`config.mk`:
```
export PLATFORM = sky130hd
export DESIGN_NAME = echo_group_nearest_range_unit
export DESIGN_NICKNAME = d
export VERILOG_FILES = /design/src/design/egnr_pkg.sv /design/src/design/echo_group_nearest_range_unit.sv
export SDC_FILE = /design/constraint.sdc
export NUM_CORES = 1
export LEC_CHECK = 0
export ABC_AREA = 1
export ABC_CLOCK_PERIOD_IN_PS = 14150
export BUFFER_PORTS_ARGS = -buffer_cell sky130_fd_sc_hd__buf_4
export CAP_MARGIN = 15
export CORE_MARGIN = 8
export CORE_UTILIZATION = 45
export CTS_CLUSTER_DIAMETER = 100
export DETAILED_ROUTE_END_ITERATION = 6
export GPL_TIMING_DRIVEN = 0
export MAX_ROUTING_LAYER = met4
export PLACE_DENSITY_LB_ADDON = 0.2
export SYNTH_ARGS = -nofsm -noshare
export SYNTH_HDL_FRONTEND = slang
export SYNTH_SLANG_ARGS = --single-unit
```
`constraint.sdc`:
```
create_clock -name clk -period 14.15 [get_ports clk]
set_input_delay 2.83 -clock clk [delete_from_list [all_inputs] [get_ports clk]]
set_output_delay 2.83 -clock clk [all_outputs]
set_load 0.1 [all_outputs]
```
`src/design/egnr_pkg.sv`:
```
package egnr_pkg;

  // Field widths of the beats.
  localparam int TOF_W   = 16;
  localparam int DIR_W   = 2;
  localparam int CONF_W  = 7;
  localparam int SCALE_W = 16;
  localparam int TALLY_W = 7;

  // Channels in one direction group; the confidence divides by it.
  localparam int unsigned CHANNELS_PER_GROUP = 16;

  // Value that marks "no echo" in the running minimum and in the range.
  localparam logic [TOF_W-1:0]   NO_ECHO     = 16'hFFFF;
  localparam logic [TALLY_W-1:0] TALLY_MAX   = 7'd127;
  localparam logic [SCALE_W-1:0] SCALE_RESET = 16'd28773;

  // Range is (tof * scale) >> 24.
  localparam int RANGE_SHIFT = 24;
  localparam int RANGE_PROD_W = TOF_W + SCALE_W;

  // Confidence = tally * 100 / CHANNELS_PER_GROUP, done as a multiply by a
  // rounded-up reciprocal. With tally below 128 and the group at most 64
  // channels, a 16-bit fraction keeps the truncated quotient exact.
  localparam int unsigned CONF_MAX   = 100;
  localparam int          CONF_SHIFT = 16;
  localparam int unsigned CONF_MUL   =
      (CONF_MAX * (2 ** CONF_SHIFT) + CHANNELS_PER_GROUP - 1) / CHANNELS_PER_GROUP;
  localparam int CONF_MUL_W  = $clog2(CONF_MUL + 1);
  localparam int CONF_PROD_W = TALLY_W + CONF_MUL_W;
  localparam int CONF_QUO_W  = CONF_PROD_W - CONF_SHIFT;

  // Configuration port: one 32-bit register per word.
  localparam int CFG_ADDR_W = 3;
  localparam int CFG_DATA_W = 32;
  localparam logic [CFG_ADDR_W-3:0] REG_RANGE_SCALE = 1'b0;

  typedef struct packed {
    logic [TOF_W-1:0] tof_value;
    logic [DIR_W-1:0] group_dir;
    logic             last_channel;
  } in_item_t;

  typedef struct packed {
    logic [TOF_W-1:0]  dist_cm;
    logic [CONF_W-1:0] confidence_pct;
    logic [DIR_W-1:0]  result_dir;
    logic [TOF_W-1:0]  tof_raw;
  } out_item_t;

endpackage

```
`src/design/echo_group_nearest_range_unit.sv`:
```
// Path: a group's last beat is held in the input register, and its result is then
// written to the result register, which drives out_valid.
// Throughput: one input beat per cycle; only a group's last beat produces a result,
// and that beat waits in the input register, holding in_ready low, while the
// result register is full and out_ready is low.
// Reset (rst_n low, synchronous): both stages empty, running minimum 65535,
// echo count 0, range_scale back to 28773.
module echo_group_nearest_range_unit (
  input  logic                                 clk,
  input  logic                                 rst_n,
  input  logic                                 in_valid,
  output logic                                 in_ready,
  input  egnr_pkg::in_item_t                   in_data,
  output logic                                 out_valid,
  input  logic                                 out_ready,
  output egnr_pkg::out_item_t                  out_data,
  input  logic                                 cfg_psel,
  input  logic                                 cfg_penable,
  input  logic                                 cfg_pwrite,
  input  logic [egnr_pkg::CFG_ADDR_W-1:0]      cfg_paddr,
  input  logic [egnr_pkg::CFG_DATA_W-1:0]      cfg_pwdata,
  output logic [egnr_pkg::CFG_DATA_W-1:0]      cfg_prdata,
  output logic                                 cfg_pready
);
  import egnr_pkg::*;

  logic                     in_vld_r, in_vld_nxt;
  in_item_t                 in_r;
  logic                     out_vld_r, out_vld_nxt;
  out_item_t                out_r;
  out_item_t                res;
  logic [TOF_W-1:0]         min_r, min_nxt, min_new;
  logic [TALLY_W-1:0]       tally_r, tally_nxt, tally_new;
  logic [SCALE_W-1:0]       scale_r;
  logic                     out_free;
  logic                     adv;
  logic                     in_fire;
  logic                     tof_hit;
  logic                     tof_lower;
  logic                     echo_found;
  logic                     cfg_wr;
  logic                     cfg_sel_scale;
  logic [RANGE_PROD_W-1:0]  prod_min;
  logic [RANGE_PROD_W-1:0]  prod_tof;
  logic [RANGE_PROD_W-1:0]  prod_sel;
  logic [CONF_PROD_W-1:0]   conf_prod;
  logic [CONF_QUO_W-1:0]    conf_quo;
  logic [CONF_W-1:0]        conf_pct;

  // Handshake: the input register moves on unless it holds a last beat
  // and the result register cannot take the result.
  assign out_free = !out_vld_r || out_ready;
  assign adv      = in_vld_r && (!in_r.last_channel || out_free);
  assign in_ready = !in_vld_r || adv;
  assign in_fire  = in_valid && in_ready;

  // Running minimum and echo count with the registered beat folded in.
  assign tof_hit   = in_r.tof_value != '0;
  assign tof_lower = tof_hit && (in_r.tof_value < min_r);
  assign min_new   = tof_lower ? in_r.tof_value : min_r;
  assign tally_new = (tof_hit && tally_r != TALLY_MAX) ? tally_r + 1'b1 : tally_r;

  // Both candidate minima are scaled in parallel; the compare only selects.
  assign prod_min = RANGE_PROD_W'(min_r) * RANGE_PROD_W'(scale_r);
  assign prod_tof = RANGE_PROD_W'(in_r.tof_value) * RANGE_PROD_W'(scale_r);
  assign prod_sel = tof_lower ? prod_tof : prod_min;

  // Confidence through the reciprocal multiply, clamped to 100 percent.
  assign conf_prod = CONF_PROD_W'(tally_new) * CONF_PROD_W'(CONF_MUL);
  assign conf_quo  = conf_prod[CONF_PROD_W-1:CONF_SHIFT];
  assign conf_pct  = (conf_quo > CONF_QUO_W'(CONF_MAX)) ? CONF_W'(CONF_MAX)
                                                        : conf_quo[CONF_W-1:0];

  // Result of the group; a minimum still at 65535 means no usable echo.
  assign echo_found = min_new != NO_ECHO;

  always_comb begin
    res.result_dir = in_r.group_dir;
    if (echo_found) begin
      res.dist_cm        = TOF_W'(prod_sel[RANGE_PROD_W-1:RANGE_SHIFT]);
      res.confidence_pct = conf_pct;
      res.tof_raw        = min_new;
    end else begin
      res.dist_cm        = NO_ECHO;
      res.confidence_pct = '0;
      res.tof_raw        = '0;
    end
  end

  // Next values of the control and running state.
  always_comb begin
    in_vld_nxt  = in_vld_r;
    out_vld_nxt = out_vld_r;
    min_nxt     = min_r;
    tally_nxt   = tally_r;
    if (in_fire) begin
      in_vld_nxt = 1'b1;
    end else if (adv) begin
      in_vld_nxt = 1'b0;
    end
    if (adv) begin
      if (in_r.last_channel) begin
        min_nxt     = NO_ECHO;
        tally_nxt   = '0;
        out_vld_nxt = 1'b1;
      end else begin
        min_nxt   = min_new;
        tally_nxt = tally_new;
        if (out_ready) begin
          out_vld_nxt = 1'b0;
        end
      end
    end else if (out_ready) begin
      out_vld_nxt = 1'b0;
    end
  end

  always_ff @(posedge clk) begin
    if (!rst_n) begin
      in_vld_r  <= 1'b0;
      out_vld_r <= 1'b0;
      min_r     <= NO_ECHO;
      tally_r   <= '0;
    end else begin
      in_vld_r  <= in_vld_nxt;
      out_vld_r <= out_vld_nxt;
      min_r     <= min_nxt;
      tally_r   <= tally_nxt;
    end
  end

  // Payload registers.
  always_ff @(posedge clk) begin
    if (in_fire) begin
      in_r <= in_data;
    end
    if (adv && in_r.last_channel) begin
      out_r <= res;
    end
  end

  assign out_valid = out_vld_r;
  assign out_data  = out_r;

  // Configuration register: range_scale at word 0.
  assign cfg_wr        = cfg_psel && cfg_penable && cfg_pwrite;
  assign cfg_sel_scale = cfg_paddr[CFG_ADDR_W-1:2] == REG_RANGE_SCALE;
  assign cfg_pready    = 1'b1;
  assign cfg_prdata    = cfg_sel_scale ? CFG_DATA_W'(scale_r) : '0;

  always_ff @(posedge clk) begin
    if (!rst_n) begin
      scale_r <= SCALE_RESET;
    end else if (cfg_wr && cfg_sel_scale) begin
      scale_r <= cfg_pwdata[SCALE_W-1:0];
    end
  end

endmodule

```
==> results.json <==
{
  "status": "completed",
  "grt_pass1_vias": 19400,
  "register_area_um2": 2410,
  "place_congestion": 0.973,
  "ys_ff_latch": 94,
  "critPathCaptureType": "flop",
  "cap_violations": 0,
  "antenna_left": 0,
  "antenna_found_initial": 0,
  "core-area_um2": 48700,
  "criticalPathCategory": "reg2reg",
  "cts-resized-gates": 0,
  "rr_startpoint": "min_r[11]$_SDFFE_PN1P_",
  "met3_usage_pct": 3.20,
  "p_int_w": 0.00222,
  "clock_power_share_pct": 4.5,
  "layout-drive-gt1-share_pct": 5.87,
  "rsz0062_at_grt": "no",
  "io_buffers": 99,
  "maxSlewViolCount": 0,
  "p_leak_nw": 14.0,
  "synth_area_leaders": "fa_1 35%, ha_1 14%, inv_1 13%, nand2_1 12%, edfxtp_1 7.2%",
  "synth_top_area_cell": "fa_1",
  "seq_area_frac_synth_pct": 10.9,
  "hold_start": "in_r[2]$_DFFE_PP_",
  "grt_overflow_total": 0,
  "cp-start-kind": "flop",
  "setup_viol": 0,
  "clock_latency_ns": 0.38,
  "nFillCells": 4820,
  "cp.required_ns": 14.22,
  "start_util_pct": 45.4,
  "synth_area_um2": 22100,
  "hold_viol_final": 0,
  "place_hpwl_um": 58200,
  "layout_common_cells": "794 x inv_1, 737 x nand2_1, 388 x fa_1, 243 x ha_1, 126 x buf_4",
  "clock_skew_ns": 0.0222,
  "avgRoutedWirePerCell_um": 18.5,
  "fp.dieH_um": 238,
  "die_area_um2": 56600,
  "ir_worst_vdd_uv": 221,
  "cp-startpoint": "min_r[11]$_SDFFE_PN1P_",
  "drt_pass1_iterations": 6,
  "syn_avg_cell_area_um2": 7.68,
  "grtUsageMet2_pct": 40.8,
  "antenna_cells": 0,
  "die_w_um": 238,
  "crit_arrival_ns": 7.05,
  "ys_types": 39,
  "seqPwrFrac_pct": 5.7,
  "grt_busiest_layer": "met2",
  "area_growth_pct": 8.83,
  "viasPerCell": 5.04,
  "powerDensity_nw_per_um2": 235,
  "switching_share_pct": 60.8,
  "fin_nets": 3702,
  "multi_input_area_um2": 16000,
  "timing.fmax_ghz": 0.143,
  "grt_pass1_wl_um": 108000,
  "cts_buffers": 9,
  "place_area_um2": 23800,
  "dr.first_iter.drc_count": 1442,
  "rows": 81,
  "setup_slack_ns": 7.17,
  "synth_top_area_share_pct": 35.1,
  "timing.final.crit_period_ns": 6.98,
  "hold_buffers": 0,
  "grt_max_degree": 27,
  "num_vias": 18600,
  "synthCells": 2884,
  "fin_util_pct": 49.4,
  "cts_tree": "yes",
  "cts.clk_slew.worst_paths_ns": 0.08,
  "met1_usage_pct": 32.2,
  "tightest_slew_ns": 1.05,
  "cts_setup_buffers": 0,
  "cts_max_level": 3,
  "layout_commonest_cell": "inv_1",
  "path_max_fanout": 10,
  "synth_edf_count": 53,
  "asyncSetResetFlopFracSynth_pct": 0,
  "pin_count": 137,
  "min_period_over_period_pct": 49.3,
  "dpl_worst_slack_ns": 7.16,
  "synth_warnings": 0,
  "grt_usage_pct": 25.2,
  "hold_class": "reg2reg",
  "slew-limit-headroom_pct": 30.2,
  "comb_power_share_pct": 89.7,
  "cts.sinks": 94,
  "setup_tns_ns": 0,
  "clk_path_buf_depth": 2,
  "power.switching_w": 0.00344,
  "finalWirelength_um": 68100,
  "final_cell_area_um2": 24100,
  "yosys_most_used_dff": "edfxtp_1",
  "cts_root_buf": "clkbuf_16",
  "drcViolationCount": 0
}
[registers in the layout (all words and copies together), names as in the netlist]
signal     cells
tally_r        7
scale_r       16
in_vld_r       1
out_valid      1
in_r          19
out_data      34
min_r         16
[path summary, 6_finish.rpt]
check        slack [ns]                         end  cells after the start
max                7.17  out_data[27]$_SDFFCE_PP1P_                     24
min reg2reg        0.43      out_data[17]$_DFFE_PP_                      0
max reg2reg        7.17  out_data[27]$_SDFFCE_PP1P_                     24
min                0.43      out_data[17]$_DFFE_PP_                      0
[power groups by stage]
stage	registers (W)	clock network, W	logic (W)
floorplan	0.000388	0	0.00352
global placement	0.000331	0	0.00505
global route	0.000327	0.000273	0.00582
finish	0.000325	0.000257	0.00507
detailed placement	0.000332	0	0.00508
CTS	0.000325	0.000265	0.00512
[area by class of cell]
cell class                 instances  area share [%]
inverter                         797            12.4
tap                              664            3.45
clock buffer                       9           0.935
timing repair buffer             100            3.20
buffer                           168            3.22
sequential                        94            10.0
clock inverter                     7           0.301
multi-input combinational       1840            66.5
[cell families after synthesis]
kind of cell             share of synthesized area, %
buffers and inverters                            17.0
AND/OR/NAND/NOR                                  17.3
adder cells (fa/ha/maj)                          48.8
AO/OA/AOI/OAI                                    5.22
flip-flops                                       10.9
XOR/XNOR                                        0.712
other                                          0.0339
[metal layers]
metal | part of all wire (%) | vias to the layer above
met4 | 4.0 | 0
met3 | 7.1 | 109
li1 | - | 8611
met2 | 47 | 678
met1 | 42 | 9153
met5 | 0 | -
[critical path: stages, from the launching register on]
cell,delay (ns)
dfxtp_1,0.31
clkbuf_1,0.62
clkbuf_1,0.63
nand2_1,0.20
fa_1,0.56
fa_1,0.52
fa_1,0.51
inv_1,0.05
fa_1,0.48
fa_1,0.49
inv_1,0.06
fa_1,0.49
inv_1,0.05
ha_1,0.38
nand2_1,0.22
nor2_1,0.15
inv_1,0.06
nor3_1,0.13
nand2_1,0.08
nand2_1,0.19
nand2_1,0.10
nand2_1,0.12
a21oi_1,0.07
o21ai_0,0.09
nand3_1,0.11
[Yosys cell counts (2+ instances only)]
| cell | instances |
|---|---|
| nand2_1 | 737 |
| a21o_1 | 8 |
| inv_2 | 3 |
| o21bai_1 | 7 |
| clkbuf_1 | 121 |
| a211oi_1 | 2 |
| inv_1 | 794 |
| nand3b_1 | 7 |
| edfxtp_1 | 53 |
| ha_1 | 243 |
| nand3_1 | 67 |
| dfxtp_1 | 41 |
| o21a_1 | 6 |
| buf_6 | 3 |
| nand2_4 | 2 |
| nand4_1 | 6 |
| and3_1 | 2 |
| o2111ai_1 | 2 |
| xor2_1 | 13 |
| nand2_2 | 3 |
| conb_1 | 2 |
| buf_2 | 17 |
| nor2_2 | 2 |
| xnor2_1 | 5 |
| nor4_1 | 6 |
| buf_4 | 27 |
| nor3_1 | 20 |
| a21boi_0 | 4 |
| a21oi_1 | 103 |
| fa_1 | 388 |
| or2_2 | 2 |
| o21ai_0 | 62 |
| a31oi_1 | 4 |
| nor2_1 | 109 |
| o211ai_1 | 9 |
[per-stage QoR]
stage	hold slack, ns	power [W]	cells
final	0.428	0.00566	3679
after CTS	0.431	0.00571	3679
after floorplan	0.400	0.00390	2899
after global placement	0.402	0.00538	3662
after detailed placement	0.412	0.00541	3663
after global routing	0.435	0.00642	3679
(Power assumes the default switching activity.)
